[config.mk]
export PLATFORM = sky130hd
export DESIGN_NAME = flight_phase_detector_top
export DESIGN_NICKNAME = d
export VERILOG_FILES = /design/src/rtl/fpd_pkg.sv /design/src/rtl/flight_phase_detector_top.sv /design/src/rtl/fpd_mag.sv /design/src/rtl/fpd_phase.sv
export SDC_FILE = /design/constraint.sdc
export NUM_CORES = 2
export LEC_CHECK = 0
export BUFFER_PORTS_ARGS = -buffer_cell sky130_fd_sc_hd__buf_2
export CAP_MARGIN = 20
export CORE_MARGIN = 3
export CORE_UTILIZATION = 50
export DETAILED_ROUTE_END_ITERATION = 6
export GPL_ROUTABILITY_DRIVEN = 0
export GPL_TIMING_DRIVEN = 0
export PLACE_DENSITY = 0.69
export RECOVER_POWER = 25
export SLEW_MARGIN = 0
export SYNTH_ARGS = -nofsm -noshare
export SYNTH_HDL_FRONTEND = slang
export SYNTH_SLANG_ARGS = --single-unit
[constraint.sdc]
create_clock -name i_clk -period 12.1 [get_ports i_clk]
set_input_delay 0.605 -clock i_clk [delete_from_list [all_inputs] [get_ports i_clk]]
set_output_delay 0.605 -clock i_clk [all_outputs]
set_load 0.05 [all_outputs]
[src/rtl/fpd_pkg.sv]
// Shared types and constants for the flight phase detector.
// No dependencies; imported by every module of the block.
package fpd_pkg;

    localparam int unsigned TimeW   = 32;
    localparam int unsigned AccelW  = 16;
    localparam int unsigned AltW    = 32;
    localparam int unsigned HoldW   = 16;
    localparam int unsigned MagW    = 32;
    localparam int unsigned SqW     = 31;  // a 16 bit square reaches 2^30 at -32768
    localparam int unsigned CfgIdxW = 8;
    localparam int unsigned CfgDatW = 32;

    // configuration register indexes
    localparam logic [CfgIdxW-1:0] CFG_LAUNCH_THR  = CfgIdxW'(0);
    localparam logic [CfgIdxW-1:0] CFG_LAUNCH_HOLD = CfgIdxW'(1);
    localparam logic [CfgIdxW-1:0] CFG_COAST_HOLD  = CfgIdxW'(2);
    localparam logic [CfgIdxW-1:0] CFG_APOGEE_HOLD = CfgIdxW'(3);

    typedef enum logic [1:0] {
        PH_WAIT   = 2'd0,
        PH_BOOST  = 2'd1,
        PH_COAST  = 2'd2,
        PH_APOGEE = 2'd3
    } t_phase;

    typedef struct packed {
        logic [MagW-1:0]  launch_thr;
        logic [HoldW-1:0] launch_hold;
        logic [HoldW-1:0] coast_hold;
        logic [HoldW-1:0] apogee_hold;
    } t_cfg;

endpackage

[src/rtl/flight_phase_detector_top.sv]
// Top level of the flight phase detector: config registers, sample pipeline
// and handshake. Depends on fpd_pkg, fpd_mag, fpd_phase.
//
//  channel  | handshake                    | payload
//  ---------+------------------------------+-----------------------------------
//  sample   | i_in_valid / o_in_ready      | i_sample_time, i_accel_*, i_altitude_cm
//  result   | o_out_valid / i_out_ready    | o_phase, o_phase_changed, o_liftoff_time
//  config   | i_cfg_we                     | i_cfg_index, i_cfg_wdata
//
// Three register stages: input capture, per-axis squares, then sum, compare and
// phase update into the result register. One beat per cycle sustained. The squares
// multipliers set the stage split. Each stage moves when the one after it is empty or
// moving, so a held result stalls intake only once all three stages are full.
// Synchronous reset clears phase state, valids and config.
module flight_phase_detector_top
    import fpd_pkg::*;
(
    input  logic                     i_clk,
    input  logic                     i_rst_n,
    input  logic                     i_cfg_we,
    input  logic [CfgIdxW-1:0]       i_cfg_index,
    input  logic [CfgDatW-1:0]       i_cfg_wdata,
    input  logic                     i_in_valid,
    output logic                     o_in_ready,
    input  logic [TimeW-1:0]         i_sample_time,
    input  logic signed [AccelW-1:0] i_accel_x,
    input  logic signed [AccelW-1:0] i_accel_y,
    input  logic signed [AccelW-1:0] i_accel_z,
    input  logic signed [AltW-1:0]   i_altitude_cm,
    output logic                     o_out_valid,
    input  logic                     i_out_ready,
    output logic [1:0]               o_phase,
    output logic                     o_phase_changed,
    output logic [TimeW-1:0]         o_liftoff_time
);

    t_cfg r_cfg;

    always_ff @(posedge i_clk) begin
        if (!i_rst_n) begin
            r_cfg <= '0;
        end else if (i_cfg_we) begin
            unique case (i_cfg_index)
                CFG_LAUNCH_THR:  r_cfg.launch_thr  <= i_cfg_wdata[MagW-1:0];
                CFG_LAUNCH_HOLD: r_cfg.launch_hold <= i_cfg_wdata[HoldW-1:0];
                CFG_COAST_HOLD:  r_cfg.coast_hold  <= i_cfg_wdata[HoldW-1:0];
                CFG_APOGEE_HOLD: r_cfg.apogee_hold <= i_cfg_wdata[HoldW-1:0];
                default: ;
            endcase
        end
    end

    logic r_v1, r_v2, r_ov;
    logic w_rdy1, w_rdy2, w_rdy3;

    assign w_rdy3     = !r_ov || i_out_ready;
    assign w_rdy2     = !r_v2 || w_rdy3;
    assign w_rdy1     = !r_v1 || w_rdy2;
    assign o_in_ready = w_rdy1;

    // stage 1: captured sample
    logic [TimeW-1:0]         r_t1;
    logic signed [AccelW-1:0] r_ax1, r_ay1, r_az1;
    logic signed [AltW-1:0]   r_alt1;
    // stage 2: fields riding alongside the squares
    logic [TimeW-1:0]         r_t2;
    logic signed [AccelW-1:0] r_az2;
    logic signed [AltW-1:0]   r_alt2;

    logic w_load2, w_step;
    logic [MagW-1:0] w_mag;

    assign w_load2 = r_v1 && w_rdy2;
    assign w_step  = r_v2 && w_rdy3;

    always_ff @(posedge i_clk) begin
        if (!i_rst_n) begin
            r_v1 <= 1'b0;
            r_v2 <= 1'b0;
            r_ov <= 1'b0;
        end else begin
            if (w_rdy1) r_v1 <= i_in_valid;
            if (w_rdy2) r_v2 <= r_v1;
            if (w_rdy3) r_ov <= r_v2;
        end
    end

    always_ff @(posedge i_clk) begin
        if (i_in_valid && w_rdy1) begin
            r_t1   <= i_sample_time;
            r_ax1  <= i_accel_x;
            r_ay1  <= i_accel_y;
            r_az1  <= i_accel_z;
            r_alt1 <= i_altitude_cm;
        end
        if (w_load2) begin
            r_t2   <= r_t1;
            r_az2  <= r_az1;
            r_alt2 <= r_alt1;
        end
    end

    fpd_mag u_mag (
        .i_clk  (i_clk),
        .i_load (w_load2),
        .i_ax   (r_ax1),
        .i_ay   (r_ay1),
        .i_az   (r_az1),
        .o_mag  (w_mag)
    );

    fpd_phase u_phase (
        .i_clk     (i_clk),
        .i_rst_n   (i_rst_n),
        .i_step    (w_step),
        .i_cfg     (r_cfg),
        .i_time    (r_t2),
        .i_az      (r_az2),
        .i_alt     (r_alt2),
        .i_mag     (w_mag),
        .o_phase   (o_phase),
        .o_changed (o_phase_changed),
        .o_liftoff (o_liftoff_time)
    );

    assign o_out_valid = r_ov;

endmodule

[src/rtl/fpd_mag.sv]
// Squared acceleration magnitude: registered per-axis squares, then the sum.
// Depends on fpd_pkg.
module fpd_mag
    import fpd_pkg::*;
(
    input  logic                     i_clk,
    input  logic                     i_load,
    input  logic signed [AccelW-1:0] i_ax,
    input  logic signed [AccelW-1:0] i_ay,
    input  logic signed [AccelW-1:0] i_az,
    output logic [MagW-1:0]          o_mag
);

    logic signed [31:0] w_px, w_py, w_pz;
    logic [SqW-1:0]     r_sx, r_sy, r_sz;

    assign w_px = 32'(i_ax) * 32'(i_ax);
    assign w_py = 32'(i_ay) * 32'(i_ay);
    assign w_pz = 32'(i_az) * 32'(i_az);

    always_ff @(posedge i_clk) begin
        if (i_load) begin
            r_sx <= w_px[SqW-1:0];
            r_sy <= w_py[SqW-1:0];
            r_sz <= w_pz[SqW-1:0];
        end
    end

    // max 3 * 2^30, fits 32 bits
    assign o_mag = MagW'(r_sx) + MagW'(r_sy) + MagW'(r_sz);

endmodule

[src/rtl/fpd_phase.sv]
// Flight phase state machine with hold-time watch, running max altitude
// and the registered result fields. Depends on fpd_pkg.
module fpd_phase
    import fpd_pkg::*;
(
    input  logic                   i_clk,
    input  logic                   i_rst_n,
    input  logic                   i_step,
    input  t_cfg                   i_cfg,
    input  logic [TimeW-1:0]       i_time,
    input  logic signed [AccelW-1:0] i_az,
    input  logic signed [AltW-1:0] i_alt,
    input  logic [MagW-1:0]        i_mag,
    output logic [1:0]             o_phase,
    output logic                   o_changed,
    output logic [TimeW-1:0]       o_liftoff
);

    t_phase                 r_phase, n_phase;
    logic                   r_armed, n_armed;
    logic [TimeW-1:0]       r_start, n_start;
    logic signed [AltW-1:0] r_high, n_high;
    logic [TimeW-1:0]       r_stamp, n_stamp;
    logic                   r_changed, n_changed;

    logic             w_cond;
    logic [HoldW-1:0] w_hold;
    logic [TimeW-1:0] w_elapsed;
    logic             w_fire;

    always_comb begin
        w_cond = 1'b0;
        w_hold = '0;
        unique case (r_phase)
            PH_WAIT: begin
                w_cond = i_mag > i_cfg.launch_thr;
                w_hold = i_cfg.launch_hold;
            end
            PH_BOOST: begin
                w_cond = i_az < 0;
                w_hold = i_cfg.coast_hold;
            end
            PH_COAST: begin
                w_cond = i_alt < r_high;
                w_hold = i_cfg.apogee_hold;
            end
            PH_APOGEE: begin
                w_cond = 1'b0;
                w_hold = '0;
            end
            default: begin
                w_cond = 1'b0;
                w_hold = '0;
            end
        endcase
    end

    assign w_elapsed = i_time - r_start;
    assign w_fire    = (r_phase != PH_APOGEE) && r_armed && w_cond
                       && (w_elapsed > TimeW'(w_hold));

    // next state
    always_comb begin
        n_phase = r_phase;
        n_armed = r_armed;
        n_start = r_start;
        if (r_phase != PH_APOGEE) begin
            if (r_armed) begin
                if (!w_cond || w_fire) begin
                    n_armed = 1'b0;
                    n_start = '0;
                end
            end else if (w_cond) begin
                n_armed = 1'b1;
                n_start = i_time;
            end
            if (w_fire) begin
                unique case (r_phase)
                    PH_WAIT:  n_phase = PH_BOOST;
                    PH_BOOST: n_phase = PH_COAST;
                    PH_COAST: n_phase = PH_APOGEE;
                    default:  n_phase = r_phase;
                endcase
            end
        end
        n_high = (i_alt > r_high) ? i_alt : r_high;
    end

    // result fields
    always_comb begin
        n_changed = w_fire;
        n_stamp   = (w_fire && r_phase == PH_WAIT) ? i_time : r_stamp;
    end

    always_ff @(posedge i_clk) begin
        if (!i_rst_n) begin
            r_phase   <= PH_WAIT;
            r_armed   <= 1'b0;
            r_start   <= '0;
            r_high    <= {1'b1, {(AltW-1){1'b0}}};
            r_stamp   <= '0;
            r_changed <= 1'b0;
        end else if (i_step) begin
            r_phase   <= n_phase;
            r_armed   <= n_armed;
            r_start   <= n_start;
            r_high    <= n_high;
            r_stamp   <= n_stamp;
            r_changed <= n_changed;
        end
    end

    assign o_phase   = r_phase;
    assign o_changed = r_changed;
    assign o_liftoff = r_stamp;

endmodule

# Word-level counts from Yosys, hierarchy flattened

Index checks and enable logic that the tools add are counted.

Add/subtract/negate cells: 3
$mul: 3
Order comparisons: 5
Equal/unequal tests: 8
Multiplexer cells: 9
Reduce and logical (&&, ||, !) cells: 28

Operator list:

| kind                                                                           | count |
|---|---|
| 32-bit two-way mux                                                             | 3 |
| 16-bit by 16-bit multiplier with 31-bit output                                 | 3 |
| 32-bit greater-than comparator                                                 | 2 |
| 16-bit one-hot mux with 4 select lines                                         | 1 |
| 31-bit by 31-bit adder with 32-bit output                                      | 1 |
| 32-bit by 31-bit adder with 32-bit output                                      | 1 |
| 32-bit by 16-bit greater-than comparator with 1-bit output                     | 1 |
| 32-bit less-than comparator                                                    | 1 |
| 32-bit subtractor                                                              | 1 |
| 8-bit by 2-bit == test with 1-bit output (second input constant)               | 2 |
| 16-bit by 1-bit less-than comparator with 1-bit output (second input constant) | 1 |
| 2-bit AND reduction                                                            | 7 |
| 8-bit by 1-bit == test with 1-bit output (second input constant)               | 1 |
| 8-bit logical NOT                                                              | 1 |
| 4-bit AND reduction                                                            | 2 |
| 1-bit logical AND                                                              | 7 |
| 2-bit one-hot mux with 3 select lines                                          | 1 |
| 2-bit == test (second input constant)                                          | 2 |
| 1-bit logical NOT                                                              | 4 |
| 1-bit logical OR                                                               | 4 |
| 2-bit inequality test (second input constant)                                  | 2 |
| 1-bit one-hot mux with 4 select lines                                          | 1 |
| 1-bit two-way mux                                                              | 3 |
| 3-bit nonzero test                                                             | 1 |
| 3 further kinds                                                                | 3 |

Register bits: 468
Input bits: 157
Output and inout bits: 37
Logic and storage cells: 80

# Depth between registers and ports, before layout

Depth in word-level cells: 9
Depth in mapped cells: 28
Mapped depth without buffers: 26

# Modules after synthesis

A second synthesis with hierarchy kept.

Cell total of the unflattened synthesis: 4,903
Area total of the unflattened synthesis: 48,838.1 µm²

Modules (own cells, without submodules):

| module                    | instances | cells an instance | area each (µm²) | sequential area each (µm²) |
|---|---|---|---|---|
| fpd_mag                   | 1         | 3,282             | 31,141.1        | 2,702.6 |
| flight_phase_detector_top | 1         | 505               | 8,984.9         | 7,427.1 |
| fpd_phase                 | 1         | 1,116             | 8,712.1         | 2,001.9 |

# Worst setup path before layout

No wires, ideal clock.

Kind: reg2reg
Start: register r_ov, in the netlist o_out_valid
End: register r_alt2[0], enable pin
Setup time: 0.907 ns
Arrival: 11.912 ns
Required time: 11.193 ns
Setup slack: -0.719 ns
Stages on the path, launching flop included: 3
Buffers on the path: 0
Clock period less this slack: 12.819 ns
Cells stage by stage: dfxtp_1 nor2b_1 a21boi_0

Word-level cells in the longest chain between the ends: 4

RTL lines:

| item                     | RTL line                        | source |
|---|---|---|
| start: declaration       | flight_phase_detector_top.sv:53 | `logic r_v1, r_v2, r_ov;` |
| start signal: assignment | flight_phase_detector_top.sv:84 | `if (w_rdy3) r_ov <= r_v2;` |
| 1-bit logical NOT        | flight_phase_detector_top.sv:56 | `assign w_rdy3 = !r_ov \|\| i_out_ready;` |
| 1-bit logical OR         | flight_phase_detector_top.sv:56 |  |
| 1-bit logical OR         | flight_phase_detector_top.sv:57 | `assign w_rdy2 = !r_v2 \|\| w_rdy3;` |
| 1-bit logical AND        | flight_phase_detector_top.sv:73 | `assign w_load2 = r_v1 && w_rdy2;` |
| via u_mag.i_load         | fpd_mag.sv:7                    | `input logic i_load,` |
| end signal: assignment   | flight_phase_detector_top.sv:99 | `r_alt2 <= r_alt1;` |
| end: declaration         | flight_phase_detector_top.sv:68 | `logic signed [AltW-1:0] r_alt2;` |

The timed path passes the listed nets, and every way through them passes these cells.
A chain may end at the register's enable or synchronous reset.

# Worst setup path in the final report

Start: register r_az1[15]
End: register u_mag.r_sz[29] (data pin)

Word-level cells in the longest chain between the ends: 1

RTL lines:

| item                                           | RTL line                        | source |
|---|---|---|
| start: declaration                             | flight_phase_detector_top.sv:63 | `logic signed [AccelW-1:0] r_ax1, r_ay1, r_az1;` |
| start signal: assignment                       | flight_phase_detector_top.sv:93 | `r_az1 <= i_accel_z;` |
| 16-bit by 16-bit multiplier with 31-bit output | fpd_mag.sv:19                   | `assign w_pz = 32'(i_az) * 32'(i_az);` |
| via u_mag.w_pz[29]                             | fpd_mag.sv:14                   | `logic signed [31:0] w_px, w_py, w_pz;` |
| end signal: assignment                         | fpd_mag.sv:25                   | `r_sz <= w_pz[SqW-1:0];` |
| end: declaration                               | fpd_mag.sv:15                   | `logic [SqW-1:0] r_sx, r_sy, r_sz;` |

The timed path passes the listed nets, and every way through them passes these cells.

==> metrics <==
clk root buf clkbuf_16; Synth async-reset ratio 0; critical path depth 25; TritonCTS clock tree built; Gate Count Post-Synth 4831; PostCTS Resize Cnt 0; Max Buffers Root-to-Sink 3; WL met1 46.6 mm; CP Max Fanout 10; GRT Util Overall 0.234; Seq/Total Area, Yosys 0.244; Chip Width 315 um; Max Clk Rate 0.124 GHz; max-slew violation count 8; fill count 8324; crit share post-route 0.666; initial antenna violation count 4; status finished with violations; per-cell routed wire length 17.6 um; dominant cell type by area after synthesis fa_1; RSZ-0062 raised after global routing false; die area 99500 sq um; antenna-violating nets left 0; routed wire length 113 mm; endpoint type of the worst setup path flip-flop; Post-synth EDFFs 267; most common cell after layout, fill and taps aside inv_1; Seq cells post-synth 450; # hold bufs at CTS 0; DR pass1 iterations 5; top_reg_cell synth edfxtp_1; Reg2Reg Depth 25; hold_ws 0.111 ns; area of placed instances 50700 sq um; CP Buf/Inv Count 7; total CTS buffers 55; share of cells above drive strength 1 0.0648; Via density 5.25; starting density of the core 0.508; cell row count 112; Setup crit start r_az1[15]; failing checks max-capacitance violations, max-slew violations; Layout Cell Area excl Fill 52600 sq um; total grt overflow 0; most frequent cells in the layout 1096 x inv_1, 730 x fa_1, 524 x nand2_1; reg2reg start r_az1[15]; CP delay by family, top adder cells; ranking of synthesized cells by area fa_1 31%, edfxtp_1 17%, ha_1 10%; Setup Buffers After CTS 0; I/O pins 194; Mean Syn Cell Area 9.91 sq um; startpoint types flip-flop; Synthesis Warnings 0; CP max stage delay 0.74 ns; H-tree depth 2; Req. time, crit path 12.50 ns; Synth Cell Area 47900 sq um; area grow syn2layout 9.96%; post-synth top area share 0.305; port bufs 191; final cell count without fillers 6399; largest net degree at the start of global routing 29; DR WL met3 7.43 mm; CP max-delay cell o41ai_1; Max Cap Viol 1; met2 WL 54.8 mm; DRC Markers 0; post-DP HPWL 92.7 mm; clk_skew 0.0476 ns; post-route minimum period 8.06 ns; Worst Setup EP u_mag.r_sz[29]; Worst EP arrival 8.47 ns; die height 315 um; Slew headroom -0.683; via count 33600; r2r setup slk 4.04 ns; Core Box Area 94200 sq um; endpoints failing hold 0; dpl cells 6290; vias in the first global route 35500; worst skew pair latency 0.66 ns; Layout Nets 6376; setup violation total in the final timing report 0; CTS Sinks 450; first-pass GRT wire length 184 mm; HP Class in -> reg; Starting DRT DRC Count 1940; critical path class reg -> reg; count of cell types in the netlist 80; reg2reg end u_mag.r_sz[29]; DR top layer met5; CP dominant cell by count fa_1; Reg clk slew, reported paths 0.07 ns; Tightest Pin Transition 2.50 ns
-- metal layers --
layer,vias up,track usage
met5,-,0
met4,4,0.0774
met3,231,0.0335
met2,973,0.400
met1,16600,0.307
li1,15800,-
-- state kept, by name, summed over array words and instances (netlist names), 2 cells and up --
name,count
r_t1,32
r_ax1,16
u_mag.r_sy,30
r_alt1,32
r_az1,16
u_phase.o_phase,2
u_phase.r_high,32
u_mag.r_sz,29
r_alt2,32
r_cfg,80
r_az2,2
u_phase.o_liftoff,32
u_mag.r_sx,30
r_t2,32
r_ay1,16
u_phase.r_start,32
-- area by class of cell --
cell class / instances / area [sq um] / area share
Tap cell: 1254 / 1570 / 0.0298
Antenna cell: 4 / 10.0 / 0.000190
Multi-Input combinational cell: 3125 / 31400 / 0.597
Clock buffer: 64 / 1460 / 0.0278
Clock inverter: 40 / 478 / 0.00908
Inverter: 1097 / 4120 / 0.0782
Buffer: 161 / 657 / 0.0125
Sequential cell: 450 / 11700 / 0.222
Timing Repair Buffer: 204 / 1230 / 0.0233
-- worst min-delay path by stage --
stage	slack (ns)	from	cells after the start	to
after floorplan	0.40	r_alt1[0]	0	r_alt2[0]
after global placement	0.40	r_t1[27]	0	r_t2[27]
after detailed placement	0.40	r_alt1[13]	0	r_alt2[13]
after CTS	0.06	i_accel_z[10]	1	r_az1[10]
after global routing	0.07	i_accel_z[10]	1	r_az1[10]
final	0.11	i_accel_z[10]	1	r_az1[10]
-- worst reg2reg max path, stage by stage (launching register included) --
cell and delay (ns):
edfxtp_1 0.60, clkbuf_1 0.51, clkbuf_1 0.49, nand2_1 0.18
inv_1 0.17, fa_1 0.51, inv_1 0.19, fa_1 0.43
inv_1 0.08, fa_1 0.45, fa_1 0.53, fa_1 0.50
inv_1 0.05, fa_1 0.47, inv_1 0.04, ha_1 0.35
a211oi_1 0.35, nand2_1 0.10, nor2_1 0.10, o21ai_0 0.17
nand3_1 0.14, nand3_1 0.10, o41ai_1 0.74, o2111ai_1 0.24
a21oi_1 0.22, xnor2_1 0.11
-- Yosys cell counts, types with 12 or more instances --
library cell	instances
nand4_1	88
a21boi_0	120
o21bai_1	16
edfxtp_1	267
dfxtp_1	183
a31oi_1	12
a211oi_1	18
a21o_1	82
nor2_1	170
xor2_1	39
o21ai_0	64
fa_1	730
mux2i_1	71
and3_1	14
a21oi_1	145
nand2b_1	31
o21a_1	29
o311a_1	30
nand3_1	36
and2_1	153
ha_1	395
nand2_1	524
a22oi_1	16
nor2b_1	54
clkbuf_1	142
inv_1	1096
nor3_1	30
xnor2_1	126
-- cells by family after synthesis --
kind of cell               Yosys count  share of synthesized area
AOI/OAI and AO/OA                  608                     0.0883
muxes                               76                     0.0160
other                                1                  0.0000784
xor gates and xnor gates           165                     0.0302
DFF                                450                      0.244
and+or+nand+nor                   1148                      0.113
adders and majority gates         1125                      0.409
buffers and inverters             1258                     0.0998
-- per-stage QoR --
stage          utilization  setup TNS (ns)  worst slack (ns)
2_1_floorplan            -               0              3.37
3_3_place_gp         0.535         -104.27            -0.699
3_5_place_dp         0.538               0              4.24
4_1_cts              0.559               0              4.25
5_1_grt              0.559               0              3.51
6_report             0.559               0              4.04
Power is left out: the tool's default activity adds up to more than one toggle a clock period on the data nets, which glitch-free logic cannot reach.
